### src/rtl/ssd_pkg.sv
// Shared types and constants for the servo status packet deframer.
`timescale 1ns / 1ps

package ssd_pkg;

  localparam logic [7:0] HDR_BYTE = 8'hFF;
  localparam logic [7:0] LEN_MIN  = 8'd2;

  typedef enum logic [1:0] {
    ST_OK      = 2'd0,
    ST_CSUM    = 2'd1,
    ST_TIMEOUT = 2'd2,
    ST_LEN     = 2'd3
  } status_t;

  typedef enum logic [6:0] {
    PH_HUNT1 = 7'b0000001,
    PH_HUNT2 = 7'b0000010,
    PH_ID    = 7'b0000100,
    PH_LEN   = 7'b0001000,
    PH_ERR   = 7'b0010000,
    PH_PARAM = 7'b0100000,
    PH_CSUM  = 7'b1000000
  } phase_t;

  typedef struct packed {
    logic       cmd;
    logic [7:0] rx_byte;
  } in_item_t;

  typedef struct packed {
    logic [7:0] data_byte;
    logic [7:0] param_position;
    logic [7:0] servo_id;
    logic [7:0] error_flags;
    status_t    status;
    logic       last;
  } res_item_t;

endpackage

### src/rtl/ssd_in_reg.sv
// Input register stage: holds one received beat until the parser takes it.
`timescale 1ns / 1ps

module ssd_in_reg (
  input  logic              clk,
  input  logic              rst_n,
  input  logic              in_valid,
  output logic              in_stall,
  input  logic              in_cmd,
  input  logic [7:0]        in_rx_byte,
  input  logic              blocked,
  output logic              item_valid,
  output ssd_pkg::in_item_t item
);

  logic              valid_r, valid_nxt;
  ssd_pkg::in_item_t item_r;

  // hold the beat only while the result side blocks the parser
  assign in_stall  = valid_r && blocked;
  assign valid_nxt = in_stall ? valid_r : in_valid;

  always_ff @(posedge clk) begin
    if (!rst_n) begin
      valid_r <= 1'b0;
    end else begin
      valid_r <= valid_nxt;
    end
  end

  always_ff @(posedge clk) begin
    if (in_valid && !in_stall) begin
      item_r.cmd     <= in_cmd;
      item_r.rx_byte <= in_rx_byte;
    end
  end

  assign item_valid = valid_r;
  assign item       = item_r;

endmodule

### src/rtl/ssd_core.sv
// Packet parser state machine: one byte or timeout event per cycle while not blocked.
`timescale 1ns / 1ps

module ssd_core #(
  parameter int MAX_PARAMS = 253
) (
  input  logic               clk,
  input  logic               rst_n,
  input  logic               fire,
  input  ssd_pkg::in_item_t  item,
  output logic               res_valid,
  output ssd_pkg::res_item_t res
);

  localparam logic [8:0] LEN_MAX = 9'(MAX_PARAMS + 2);

  ssd_pkg::phase_t phase_r, phase_nxt;
  logic [7:0] sum_r, sum_nxt;
  logic [7:0] id_r, id_nxt;
  logic [7:0] err_r, err_nxt;
  logic [7:0] left_r, left_nxt;
  logic [7:0] cnt_r, cnt_nxt;
  logic [7:0] b;
  logic [7:0] left_dec;
  logic       do_final;
  ssd_pkg::status_t fin_status;

  assign b        = item.rx_byte;
  assign left_dec = left_r - 8'd1;

  always_comb begin
    phase_nxt  = phase_r;
    sum_nxt    = sum_r;
    id_nxt     = id_r;
    err_nxt    = err_r;
    left_nxt   = left_r;
    cnt_nxt    = cnt_r;
    do_final   = 1'b0;
    fin_status = ssd_pkg::ST_OK;
    res_valid  = 1'b0;
    res.data_byte      = 8'd0;
    res.param_position = 8'd0;
    res.servo_id       = id_r;
    res.error_flags    = err_r;
    res.status         = ssd_pkg::ST_OK;
    res.last           = 1'b0;

    if (fire) begin
      if (item.cmd) begin
        do_final   = 1'b1;
        fin_status = ssd_pkg::ST_TIMEOUT;
      end else begin
        case (phase_r)
          ssd_pkg::PH_HUNT2: begin
            phase_nxt = (b == ssd_pkg::HDR_BYTE) ? ssd_pkg::PH_ID : ssd_pkg::PH_HUNT1;
          end
          ssd_pkg::PH_ID: begin
            // skip extra header bytes
            if (b != ssd_pkg::HDR_BYTE) begin
              id_nxt    = b;
              sum_nxt   = b;
              phase_nxt = ssd_pkg::PH_LEN;
            end
          end
          ssd_pkg::PH_LEN: begin
            if (b < ssd_pkg::LEN_MIN || {1'b0, b} > LEN_MAX) begin
              do_final   = 1'b1;
              fin_status = ssd_pkg::ST_LEN;
              res.error_flags = 8'd0;
            end else begin
              sum_nxt   = sum_r + b;
              left_nxt  = b - ssd_pkg::LEN_MIN;
              cnt_nxt   = 8'd0;
              phase_nxt = ssd_pkg::PH_ERR;
            end
          end
          ssd_pkg::PH_ERR: begin
            err_nxt   = b;
            sum_nxt   = sum_r + b;
            phase_nxt = (left_r == 8'd0) ? ssd_pkg::PH_CSUM : ssd_pkg::PH_PARAM;
          end
          ssd_pkg::PH_PARAM: begin
            sum_nxt   = sum_r + b;
            res_valid = 1'b1;
            res.data_byte      = b;
            res.param_position = cnt_r;
            cnt_nxt   = cnt_r + 8'd1;
            left_nxt  = left_dec;
            if (left_dec == 8'd0) begin
              phase_nxt = ssd_pkg::PH_CSUM;
            end
          end
          ssd_pkg::PH_CSUM: begin
            do_final   = 1'b1;
            fin_status = (~sum_r == b) ? ssd_pkg::ST_OK : ssd_pkg::ST_CSUM;
          end
          default: begin
            phase_nxt = (b == ssd_pkg::HDR_BYTE) ? ssd_pkg::PH_HUNT2 : ssd_pkg::PH_HUNT1;
          end
        endcase
      end

      if (do_final) begin
        res_valid          = 1'b1;
        res.data_byte      = 8'd0;
        res.param_position = 8'd0;
        res.status         = fin_status;
        res.last           = 1'b1;
        // drop the packet context
        phase_nxt = ssd_pkg::PH_HUNT1;
        sum_nxt   = 8'd0;
        id_nxt    = 8'd0;
        err_nxt   = 8'd0;
        left_nxt  = 8'd0;
        cnt_nxt   = 8'd0;
      end
    end
  end

  always_ff @(posedge clk) begin
    if (!rst_n) begin
      phase_r <= ssd_pkg::PH_HUNT1;
      sum_r   <= 8'd0;
      id_r    <= 8'd0;
      err_r   <= 8'd0;
      left_r  <= 8'd0;
      cnt_r   <= 8'd0;
    end else begin
      phase_r <= phase_nxt;
      sum_r   <= sum_nxt;
      id_r    <= id_nxt;
      err_r   <= err_nxt;
      left_r  <= left_nxt;
      cnt_r   <= cnt_nxt;
    end
  end

endmodule

### src/rtl/ssd_out_reg.sv
// Result register: holds one result beat until the receiver takes it.
`timescale 1ns / 1ps

module ssd_out_reg (
  input  logic               clk,
  input  logic               rst_n,
  input  logic               load,
  input  ssd_pkg::res_item_t res,
  output logic               blocked,
  output logic               out_valid,
  input  logic               out_stall,
  output ssd_pkg::res_item_t out_res
);

  logic               valid_r, valid_nxt;
  ssd_pkg::res_item_t res_r;

  assign blocked = valid_r && out_stall;

  always_comb begin
    if (load) begin
      valid_nxt = 1'b1;
    end else if (!out_stall) begin
      valid_nxt = 1'b0;
    end else begin
      valid_nxt = valid_r;
    end
  end

  always_ff @(posedge clk) begin
    if (!rst_n) begin
      valid_r <= 1'b0;
    end else begin
      valid_r <= valid_nxt;
    end
  end

  always_ff @(posedge clk) begin
    if (load) begin
      res_r <= res;
    end
  end

  assign out_valid = valid_r;
  assign out_res   = res_r;

endmodule

### src/rtl/servo_status_packet_deframer.sv
// Top level of the servo bus status packet deframer.
`timescale 1ns / 1ps

// Takes one beat per clock while in_stall is low: a received bus byte
// (in_cmd = 0) or a receive timeout (in_cmd = 1). It hunts for two 0xFF
// header bytes, then reads id, length, error byte, length-2 parameter
// bytes and checksum. Every parameter byte leaves as a beat with
// out_last = 0; every packet end, bad length or timeout leaves one beat
// with out_last = 1 and the status. A beat is registered in the input
// register, then passes through the parser into the result register;
// the block sustains one beat per cycle while the result side does not
// stall. A stall on the result side holds both registers.
module servo_status_packet_deframer #(
  parameter int MAX_PARAMS = 253
) (
  input  logic       clk,
  input  logic       rst_n,
  input  logic       in_valid,
  output logic       in_stall,
  input  logic       in_cmd,
  input  logic [7:0] in_rx_byte,
  output logic       out_valid,
  input  logic       out_stall,
  output logic [7:0] out_data_byte,
  output logic [7:0] out_param_position,
  output logic [7:0] out_servo_id,
  output logic [7:0] out_error_flags,
  output logic [1:0] out_status,
  output logic       out_last
);

  ssd_pkg::in_item_t  item;
  ssd_pkg::res_item_t res;
  ssd_pkg::res_item_t out_res;
  logic item_valid;
  logic blocked;
  logic fire;
  logic res_valid;

  assign fire = item_valid && !blocked;

  ssd_in_reg u_in_reg (
    .clk        (clk),
    .rst_n      (rst_n),
    .in_valid   (in_valid),
    .in_stall   (in_stall),
    .in_cmd     (in_cmd),
    .in_rx_byte (in_rx_byte),
    .blocked    (blocked),
    .item_valid (item_valid),
    .item       (item)
  );

  ssd_core #(
    .MAX_PARAMS (MAX_PARAMS)
  ) u_core (
    .clk       (clk),
    .rst_n     (rst_n),
    .fire      (fire),
    .item      (item),
    .res_valid (res_valid),
    .res       (res)
  );

  ssd_out_reg u_out_reg (
    .clk       (clk),
    .rst_n     (rst_n),
    .load      (res_valid),
    .res       (res),
    .blocked   (blocked),
    .out_valid (out_valid),
    .out_stall (out_stall),
    .out_res   (out_res)
  );

  assign out_data_byte      = out_res.data_byte;
  assign out_param_position = out_res.param_position;
  assign out_servo_id       = out_res.servo_id;
  assign out_error_flags    = out_res.error_flags;
  assign out_status         = out_res.status;
  assign out_last           = out_res.last;

endmodule

### config.mk
export PLATFORM = sky130hd
export DESIGN_NAME = servo_status_packet_deframer
export DESIGN_NICKNAME = d
export VERILOG_FILES = /design/src/rtl/ssd_pkg.sv /design/src/rtl/ssd_in_reg.sv /design/src/rtl/ssd_core.sv /design/src/rtl/ssd_out_reg.sv /design/src/rtl/servo_status_packet_deframer.sv
export SDC_FILE = /design/constraint.sdc
export NUM_CORES = 1
export LEC_CHECK = 0
export ABC_CLOCK_PERIOD_IN_PS = 8200
export CAP_MARGIN = 0
export CORE_UTILIZATION = 30
export CTS_CLUSTER_SIZE = 25
export DETAILED_ROUTE_END_ITERATION = 10
export DONT_BUFFER_PORTS = 1
export GPL_TIMING_DRIVEN = 0
export MAX_ROUTING_LAYER = met4
export PLACE_DENSITY = 0.56
export SLEW_MARGIN = 30
export SYNTH_ARGS = -nofsm -noshare
export SYNTH_HDL_FRONTEND = slang
export SYNTH_SLANG_ARGS = --single-unit
### constraint.sdc
create_clock -name clk -period 8.2 [get_ports clk]
set_input_delay 0.82 -clock clk [delete_from_list [all_inputs] [get_ports clk]]
set_output_delay 0.82 -clock clk [all_outputs]
set_load 0.02 [all_outputs]
Word-level counts from Yosys, hierarchy flattened
Cells that the tools add are included.

cells by class
  $add $sub $neg = 4
  $lt $le $gt $ge = 1
  equality and inequality tests = 15
  mux-type cells = 47
  bitwise operators = 4
  reduce and logical (&&, ||, !) cells = 22

operator list
  cell                                                 count
  two-way mux 8 bit                                    19
  two-way mux 7 bit                                    6
  case mux 7 bit (6 select lines)                      1
  case mux 8 bit (2 select lines)                      2
  case mux 8 bit (3 select lines)                      1
  zero test 8 bit                                      2
  two-way mux 11 bit                                   1
  two-way mux 1 bit                                    10
  adder 8 x 1 -> 8 bit (second input constant)         1
  adder 8 bit                                          1
  == test 8 bit                                        1
  == test 8 bit (second input constant)                1
  < comparator 8 x 2 -> 1 bit (second input constant)  1
  != test 8 bit (second input constant)                1
  NOT 8 bit                                            1
  AND reduction 4 bit                                  2
  subtractor 8 x 1 -> 8 bit (second input constant)    1
  subtractor 8 x 2 -> 8 bit (second input constant)    1
  == test 7 x 2 -> 1 bit (second input constant)       1
  == test 7 x 3 -> 1 bit (second input constant)       1
  == test 7 x 4 -> 1 bit (second input constant)       1
  == test 7 x 5 -> 1 bit (second input constant)       1
  == test 7 x 6 -> 1 bit (second input constant)       1
  == test 7 bit (second input constant)                1
  20 further kinds                                     34

storage, ports and cells
  bits in registers = 93
  input bits = 13
  output and inout port bits = 37
  logic and storage cells = 110

Depth between registers and ports, before layout
Gate-level depths: netlist of the first run.

  depth after elaboration = 8
  depth in mapped cells = 9
  mapped depth without buffers = 8

By module
Synthesis of the first run repeated with hierarchy kept, for this count alone.

second synthesis, totals
  cell total of the unflattened synthesis = 437
  area, all modules = 4475.5 um^2

by module, submodules not included
  module                        instances  cells each  area each (um^2)  sequential area each (um^2)
  ssd_core                      1          385         3061.7            940.9
  ssd_out_reg                   1          38          1087.3            1071.0
  ssd_in_reg                    1          13          312.8             290.3
  servo_status_packet_deframer  1          1           13.8              0.0

Worst setup path after synthesis of the first run
Ideal clock, no wire load.

  path kind = reg2reg
  start = reg u_in_reg.item_r, in the netlist u_in_reg.item[4]
  end = reg u_out_reg.res_r, in the netlist u_out_reg.out_res[0] (enable)
  setup time = 441 ps
  arrival = 3204 ps
  data required time = 7759 ps
  path slack = 4555 ps
  stages on the path, launching flop included = 5
  path buffers = 0
  clock period less this slack = 3645 ps
  cell sequence = edfxtp_1 or4_4 nor4_4 a21boi_2 a21oi_1

between the ends
  longest elaborated chain between the ends = 7

ends and longest elaborated chain
  element                          line                                text
  start, declared                  ssd_in_reg.sv:17                    ssd_pkg::in_item_t item_r;
  < comparator 8 x 2 -> 1 bit      ssd_core.sv:66                      if (b < ssd_pkg::LEN_MIN || {1'b0, b} > LEN_MAX) begin
  two-way mux 1 bit                ssd_core.sv:66
  case mux 1 bit (2 select lines)  ssd_core.sv:53                      case (phase_r)
  two-way mux 1 bit                ssd_core.sv:49                      if (item.cmd) begin
  two-way mux 1 bit                ssd_core.sv:48                      if (fire) begin
  two-way mux 1 bit                ssd_core.sv:103                     if (do_final) begin
  two-way mux 1 bit                ssd_core.sv:48
  via res_valid                    servo_status_packet_deframer.sv:38  logic res_valid;
  end signal, assigned             ssd_out_reg.sv:40                   res_r <= res;
  end, declared                    ssd_out_reg.sv:16                   ssd_pkg::res_item_t res_r;

The timed path passes the listed nets, and every way through them passes these cells. The select of a mux whose other input is x is not followed.
A chain may end at the register's enable or synchronous reset.

Final worst setup path of the first run
  start = reg u_in_reg.item_r, in the netlist u_in_reg.item[4]
  end = reg u_out_reg.res_r, in the netlist u_out_reg.out_res[21] (enable)

The elaborated chain is that of the path after synthesis.

==> impl_metrics.toml, run 1 <==
[sta]
clock-skew-final_ns = 0.00508
finalMaxSlewViolations = 0
worst-slew-pin-transition_ns = 0.785
finalSetupTns_ns = 0
max_freq_mhz = 358
rsz0062_at_grt = "false"
period_needed_ns = 2.79
slew_headroom_pct = 47.0
fin_crit_sh_pct = 34.0
setup_viol = 0
finalHoldViolCount = 0

[placement]
finalWeightedCongestion = 0.910
place_area_mm2 = 0.00484
io_buffer_count = 0
dp_hpwl_mm = 7.76

[setup_path]
crit_end = "u_out_reg.out_res[21]"
start_kind = "flop"
regToRegSetupSlack_ns = 5.41
worst_r2r_endpoint = "u_out_reg.out_res[21]"
r2r-start = "u_in_reg.item[4]"
r2r_cells = 5
critical_path_required_ns = 8.25
cp-end-kind = "flop"
crit_fanout = 24
startpoint = "u_in_reg.item[4]"
criticalPathCategory = "reg -> reg"
crit_arrival_ns = 2.84

[clock_network]
cts_made_buffers = 9
post-cts-setup-buffer-count = 0
ctsHoldBuffers = 0
path_clk_slew_ns = 0.06
clk_path_buf_depth = 2
clk_latency_ns = 0.35
cts.sinks = 93
htree_levels = 3
cts_tree = "done"
cts_root_buf = "clkbuf_16"
cts_resized = 0

[min_path]
hp-class = "reg -> reg"

[status]
status = "finished with violations"
failed_checks = "DRC"

[floorplanning]
core_area_mm2 = 0.0147
io_pins = 50
fp.dieW_um = 125
start_util_pct = 31.1
die_h_um = 125
die-area_mm2 = 0.0157
core.rowCount = 44

[synth]
synth-seq-cells = 93
synth_flop_cell = "dfxtp_1"
synth.cell_area_mm2 = 0.00457
synth.distinct_cells = 65
synthesis.yosys.warnings = 0
async_reset_ff_share_pct = 0
syn_nets = 474
synth-edff-count = 44
syn_area_per_cell_um2 = 10.2
syn_inst = 448
synth-seq-area-share_pct = 50.4

[global_routing]
grt_max_degree = 25
grt_usage_pct = 14.8
grt_antenna_before_repair = 1
grt_pass1_wl_mm = 17.3
grt_pass1_vias = 3266
grt_overflow = 0

[route]
vias = 3437
wire_per_inst_um = 16.7
ant_nets = 0
wirelength_mm = 10.9
first_pass_iters = 8
remaining_drc_errors = 8
via_per_inst = 5.29
drtIter0Drc = 282

[layout]
postLayoutCoreUtil_pct = 35.1
final_nets = 486
areaGrowthSynthToFinish_pct = 13.0
drive_gt1_share_pct = 7.74
fin_area_mm2 = 0.00516

[power_and_ir_drop]
ir_worst_vdd_mv = 0.0997
powerDensity_mw_per_mm2 = 195
internal-power_mw = 0.781
total_leakage_power_nw = 1.87
p_comb_share_pct = 5.5
clkPwrFrac_pct = 44.2
switching_share_pct = 22.5
finalPower_mw = 1.01
power.net_switching_mw = 0.226
p_seq_share_pct = 50.2

[job]
drv_cap = 0
[cell type report]
cell class / count / area (um^2)
diodes: 1 / 2.50
plain buffers: 24 / 98.8
clock buffers: 10 / 229
clock inverters: 6 / 92.6
fillers: 1445 / 9540
inverters: 6 / 22.5
multi-input cells: 325 / 2160
flip-flops and latches: 93 / 2300
well taps: 184 / 230
repair buffers: 1 / 27.5
[worst min path at each step]
stage	from	endpoint	slack (ns)	cells past startpoint
6_report	u_core.id_r[3]	u_out_reg.out_res[14]	0.43	0
5_1_grt	u_core.id_r[7]	u_out_reg.out_res[18]	0.45	0
4_1_cts	u_core.id_r[3]	u_out_reg.out_res[14]	0.44	0
3_5_place_dp	u_core.id_r[3]	u_out_reg.out_res[14]	0.42	0
3_3_place_gp	u_core.id_r[0]	u_out_reg.out_res[11]	0.42	0
2_1_floorplan	u_core.id_r[0]	u_out_reg.out_res[11]	0.41	0
[cell usage in the layout (no fill, tap or decap), types with 12 or more instances in the layout]
cell type   n
dfxtp_1    49
edfxtp_1   44
nand2_1    40
nor2b_1    26
nor2_1     24
nand3_1    22
xor2_1     20
clkbuf_1   18
a22oi_1    16
and2_1     16
a21oi_1    15
a21boi_0   14
o21ai_0    14
ha_1       12
[sequential cells by signal, summed over array words and instances, names as in the netlist]
name                 flops
u_core.sum_r             8
u_core.id_r              8
u_out_reg.out_res       35
u_in_reg.item            9
u_core.cnt_r             8
u_out_reg.out_valid      1
u_in_reg.item_valid      1
u_core.phase_r           7
u_core.left_r            8
u_core.err_r             8
[cells by family (layout without fill, tap and decap cells)]
group | after synthesis | count (layout) | synth area share, %
AO/OA/AOI/OAI | 98 | 98 | 15.2
XOR/XNOR | 24 | 24 | 4.60
adder cells (fa/ha/maj) | 13 | 13 | 3.72
buffers and inverters | 30 | 47 | 2.66
flip-flops | 93 | 93 | 50.4
multiplexers | 5 | 5 | 1.12
other | 0 | 1 | 0
AND/OR/NAND/NOR | 185 | 185 | 22.3
[synthesized netlist by cell type (all sizes together) (2+ instances only)]
library cell / n / area, um^2
dfxtp: 49 / 981
edfxtp: 44 / 1320
nand2: 40 / 150
nor2b: 26 / 163
nor2: 24 / 90.1
nand3: 22 / 110
xor2: 20 / 175
a21boi: 17 / 131
a21oi: 17 / 88.8
clkbuf: 17 / 63.8
o21ai: 17 / 100
a22oi: 16 / 120
and2: 16 / 100
ha: 12 / 150
nor3: 10 / 55.1
nand2b: 9 / 56.3
nand4: 9 / 56.3
buf: 7 / 35.0
and3: 6 / 37.5
inv: 6 / 22.5
nor4: 6 / 58.8
a21o: 5 / 37.5
and4: 4 / 35.0
mux2i: 4 / 40.0
o211ai: 4 / 30.0
xnor2: 4 / 35.0
o21a: 3 / 22.5
or4: 3 / 30.0
a211o: 2 / 17.5
nand4b: 2 / 17.5
nor3b: 2 / 15.0
or2: 2 / 12.5
[power groups by stage]
| stage | clock network (mW) | registers (mW) | logic (mW) |
|---|---|---|---|
| after floorplan | 0 | 0.513 | 0.0389 |
| after global placement | 0 | 0.517 | 0.0524 |
| after detailed placement | 0 | 0.516 | 0.0552 |
| after CTS | 0.458 | 0.506 | 0.0554 |
| after global routing | 0.479 | 0.507 | 0.0612 |
| final | 0.446 | 0.506 | 0.0558 |
[critical path, cell delays in order, from the launching register on]
cell and delay (ns):
edfxtp_1 0.59, or4_4 0.66, nor4_4 0.25, a21boi_2 0.19
a21oi_4 0.56, buf_16 0.24
[per-stage QoR]
stage               hold slack, ns  std cells  worst slack (ns)
floorplan                    0.409        448              4.56
global placement             0.420        632              3.54
detailed placement           0.421        633              5.42
CTS                          0.437        649              5.40
global route                 0.450        650              5.26
finish                       0.433        650              5.41
[layer usage]
layer | GRT usage [%] | vias to the layer above | share of wire, %
li1 | - | 1663 | -
met1 | 19.6 | 1640 | 49
met2 | 21.0 | 120 | 43
met3 | 3.51 | 14 | 5.8
met4 | 7.32 | 0 | 2.2
met5 | - | - | 0
No activity file was read; power rests on OpenSTA's default activity.
==> run 2, diff against run 1 <==
- ABC_CLOCK_PERIOD_IN_PS: 8200 -> 2750
- clock period: 8.2 -> 2.75 ns (I/O delays scaled with it)
==> impl_metrics.toml, run 2 (synthesized netlist as in run 1, its figures left out) <==
[status]
status = "finished with violations"
failed_checks = "DRC"

[clock_network]
clk_latency_ns = 0.35
cts_made_buffers = 9
htree_levels = 3
ctsHoldBuffers = 0
cts_tree = "done"
clk_path_buf_depth = 2
cts.sinks = 93
path_clk_slew_ns = 0.06
cts_root_buf = "clkbuf_16"

[setup_path]
cp_common_cell = "or4_4"
r2r-start = "u_in_reg.item[2]"
crit_fanout = 9
slowest_stage = "or4_4"
crit_cells = 5
crit_family = "simple AND/OR/NAND/NOR gates"
cp-end-kind = "flop"
r2r_cells = 5
startpoint = "u_in_reg.item[2]"
start_kind = "flop"
crit_end = "u_out_reg.out_res[27]"
crit_path_max_incr_delay_ns = 0.63
cp_num_buf_inv = 0
regToRegSetupSlack_ns = 0.13
critical_path_required_ns = 2.85
worst_r2r_endpoint = "u_out_reg.out_res[27]"
crit_arrival_ns = 2.72
crit_chain = "or4_4 -> or4_4 -> o21ai_4 -> nor3_1 -> and2_1"
criticalPathCategory = "reg -> reg"

[sta]
finalHoldViolCount = 0
setup_viol = 0
max_freq_mhz = 381
clock-skew-final_ns = 0.0106
rsz0062_at_grt = "false"
fin_crit_sh_pct = 95.3
finalSetupTns_ns = 0
slew_headroom_pct = 50.1
hold_ws_ns = 0.0263
finalMaxSlewViolations = 0
worst-slew-pin-transition_ns = 0.746
period_needed_ns = 2.62

[global_routing]
grt_usage_pct = 15.0
grt_max_degree = 25
grt_pass1_wl_mm = 17.7
grt_antenna_before_repair = 0
grt_overflow = 0
grt_pass1_vias = 3302

[power_and_ir_drop]
powerDensity_mw_per_mm2 = 564
finalPower_mw = 2.94
ir_worst_vdd_mv = 0.287
total_leakage_power_nw = 1.88

[layout]
n_fill_cell = 1450
postLayoutCoreUtil_pct = 35.4
areaGrowthSynthToFinish_pct = 14.0
drive_gt1_share_pct = 9.38
diodes = 0
final_cell_mix = "dfxtp_1, edfxtp_1, nand2_1, nor2b_1, nor2_1"
final_nets = 490
fin_area_mm2 = 0.00521
seqCellArea_mm2 = 0.00230
multi_input_area_mm2 = 0.00218
final_common_cell = "dfxtp_1"
largest_reg_flops = 35

[placement]
io_buffer_count = 0
place_area_mm2 = 0.00484
finalWeightedCongestion = 0.901
dp_hpwl_mm = 7.73

[route]
wire_per_inst_um = 16.6
via_per_inst = 5.21
remaining_drc_errors = 7
first_pass_iters = 8
vias = 3401
ant_nets = 0
wirelength_mm = 10.9
drtIter0Drc = 295

[floorplanning]
core_area_mm2 = 0.0147
io_pins = 50
die_h_um = 125
start_util_pct = 31.1
core.rowCount = 44
fp.dieW_um = 125
die-area_mm2 = 0.0157

[min_path]
holdPathStages = 0
hp-class = "in -> reg"

[job]
drv_cap = 0
[run 2: cell count changes in the layout (fill, tap and decap cells not counted), sizes merged]
| cell | delta |
|---|---|
| diode | -1 |
| bufinv | -1 |
| clkbuf | +1 |
| buf | +4 |
| clkinvlp | -2 |
| clkinv | +2 |
[run 2: report_power, final]
part	total, mW	leakage (nW)	internal (mW)	switching, mW
Combinational	0.174	0.919	0.0601	0.114
Sequential	1.52	0.811	1.48	0.0403
Clock	1.25	0.150	0.732	0.514
[run 2: final cells by class]
class / instances / area share, %
Timing Repair Buffer: 5 / 1.35
Inverter: 6 / 0.432
Multi-Input combinational cell: 325 / 41.9
Clock buffer: 11 / 4.66
Clock inverter: 5 / 1.10
Buffer: 24 / 1.92
Sequential cell: 93 / 44.2
Tap cell: 184 / 4.42
[run 2: metal layers]
metal / part of all wire [%] / vias up / track usage (%)
met4: 0.97 / 0 / 5.16
met1: 50 / 1629 / 19.9
met5: 0 / - / -
met2: 45 / 95 / 22.5
li1: - / 1668 / -
met3: 4.3 / 9 / 3.42
[run 2: metrics by stage]
| stage | instances | worst slack (ns) |
|---|---|---|
| floorplan | 448 | 0.235 |
| finish | 653 | 0.128 |
| CTS | 651 | 0.0525 |
| detailed placement | 633 | -0.0192 |
| global placement | 632 | -0.256 |
| global route | 653 | 0.00346 |
[run 2: worst min path at each step]
stage | startpoint | endpoint | slack (ns)
6_report | in_rx_byte[5] | u_in_reg.item[5] | 0.03
5_1_grt | in_rx_byte[6] | u_in_reg.item[6] | 0.008
4_1_cts | in_rx_byte[5] | u_in_reg.item[5] | 0.01
3_3_place_gp | in_rx_byte[2] | u_in_reg.item[2] | 0.37
2_1_floorplan | in_rx_byte[0] | u_in_reg.item[0] | 0.37
3_5_place_dp | in_rx_byte[5] | u_in_reg.item[5] | 0.37
[run 2: repair_timing]
item,CTS,global route
pin swaps,1,0
buffers inserted,2,2
resized for setup,1,5
hold endpoints to repair,0,0
setup endpoints to repair,25,29
==> run 3, diff against run 2 <==
--- a/constraint.sdc
+++ b/constraint.sdc
@@ -3,2 +3,2 @@
 set_output_delay 0.275 -clock clk [all_outputs]
-set_load 0.02 [all_outputs]
+set_load 0.1 [all_outputs]
==> impl_metrics.toml, run 3 (synthesized netlist as in run 1, its figures left out) <==
[status]
status = "finished with violations"
failed_checks = "DRC"

[sta]
finalMaxSlewViolations = 0
finalHoldViolCount = 0
hold_ws_ns = 0.0263
rsz0062_at_grt = "false"
clock-skew-final_ns = 0.0106
worst-slew-pin-transition_ns = 0.930
period_needed_ns = 2.62
fin_crit_sh_pct = 95.2
slew_headroom_pct = 38.1
max_freq_mhz = 382
setup_viol = 0

[power_and_ir_drop]
finalPower_mw = 3.02
ir_worst_vdd_mv = 0.288
powerDensity_mw_per_mm2 = 579
total_leakage_power_nw = 1.88

[layout]
fin_area_mm2 = 0.00521
seqCellArea_mm2 = 0.00230
multi_input_area_mm2 = 0.00218
largest_reg_flops = 35
final_cell_mix = "dfxtp_1, edfxtp_1, nand2_1, nor2b_1, nor2_1"
final_nets = 490
drive_gt1_share_pct = 9.81
final_common_cell = "dfxtp_1"
areaGrowthSynthToFinish_pct = 14.0
n_fill_cell = 1451
fin_cells = 653
diodes = 0

[global_routing]
met1_usage_pct = 19.9
grt_usage_pct = 15.0
met3_usage_pct = 3.42
grt_pass1_wl_mm = 17.7
grtUsageMet2_pct = 22.5
grt_antenna_before_repair = 0
grt_overflow = 0
grt_pass1_vias = 3302
grt_max_degree = 25
busiest_layer = "met2"

[clock_network]
cts_made_buffers = 9
cts_tree = "done"
path_clk_slew_ns = 0.06
cts.sinks = 93
clk_path_buf_depth = 2
ctsHoldBuffers = 0
cts_root_buf = "clkbuf_16"
clk_latency_ns = 0.35
htree_levels = 3

[route]
first_pass_iters = 8
ant_nets = 0
wirelength_mm = 10.9
remaining_drc_errors = 7
vias = 3396
drtIter0Drc = 297
wire_per_inst_um = 16.6
via_per_inst = 5.20

[setup_path]
cp_num_buf_inv = 0
start_kind = "flop"
critical_path_required_ns = 2.85
criticalPathCategory = "reg -> reg"
r2r_cells = 5
crit_arrival_ns = 2.72
crit_chain = "or4_4 -> or4_4 -> o21ai_4 -> nor3_1 -> and2_1"
r2r-start = "u_in_reg.item[2]"
cp-end-kind = "flop"
worst_r2r_endpoint = "u_out_reg.out_res[27]"
crit_path_max_incr_delay_ns = 0.63
cp_common_cell = "or4_4"
crit_family = "simple AND/OR/NAND/NOR gates"
regToRegSetupSlack_ns = 0.13
crit_fanout = 9
slowest_stage = "or4_4"

[placement]
place_inst = 633
finalWeightedCongestion = 0.901
dp_hpwl_mm = 7.73
io_buffer_count = 0
place_area_mm2 = 0.00484

[min_path]
holdPathStages = 0
hp-start = "in_rx_byte[5]"
hp-class = "in -> reg"
holdPathEnd = "u_in_reg.item[5]"

[job]
drv_cap = 0

[floorplanning]
fp.dieW_um = 125
die_h_um = 125
core_area_mm2 = 0.0147
io_pins = 50
core.rowCount = 44
start_util_pct = 31.1
die-area_mm2 = 0.0157
==> run 3: metrics by stage <==
| stage | util [%] | setup TNS (ns) | setup WS, ns |
|---|---|---|---|
| 2_1_floorplan | - | 0 | 0.151 |
| 3_3_place_gp | 32.7 | -9.25 | -0.256 |
| 3_5_place_dp | 32.9 | -0.810 | -0.0382 |
| 4_1_cts | 35.2 | 0 | 0.0525 |
| 5_1_grt | 35.5 | 0 | 0.00346 |
| 6_report | 35.5 | 0 | 0.131 |
==> run 3: worst max-delay path by stage <==
stage / from / endpoint / slack [ns] / cells past startpoint
global placement: u_in_reg.item[4] / u_out_reg.out_res[21] / -0.26 / 4
global route: u_in_reg.item[2] / u_core.id_r[5] / 0.003 / 7
finish: u_in_reg.item[2] / u_out_reg.out_res[27] / 0.13 / 5
detailed placement: u_out_reg.out_valid / u_in_reg.item[2] / -0.04 / 2
CTS: u_in_reg.item[8] / u_core.phase_r[5] / 0.05 / 6
floorplan: u_out_reg.out_valid / u_in_reg.item[0] / 0.15 / 2
==> run 3: report_power, final <==
group	internal [mW]	leakage, nW	switching [mW]
clock network	0.732	0.150	0.514
logic	0.0601	0.918	0.115
registers	1.48	0.812	0.120
total	2.27	1.88	0.748
==> run 3: layer usage <==
layer | wire, um | part of all wire, %
met5 | 0 | 0
met4 | 105 | 0.97
met3 | 445 | 4.1
met2 | 4870 | 45
met1 | 5430 | 50
==> run 3: timing repair <==
item	4_1_cts	5_1_grt
setup buffers	2	2
gates resized for setup	3	5
pin swaps	1	0
setup endpoints to repair	35	29
==> run 3: area by class of cell <==
class / count / share of cell area [%]
clock inverter: 5 / 1.10
timing repair buffer: 5 / 1.34
clock buffer: 11 / 4.66
tap: 184 / 4.42
multi-input combinational: 325 / 41.9
sequential: 93 / 44.2
inverter: 6 / 0.432
buffer: 24 / 1.92
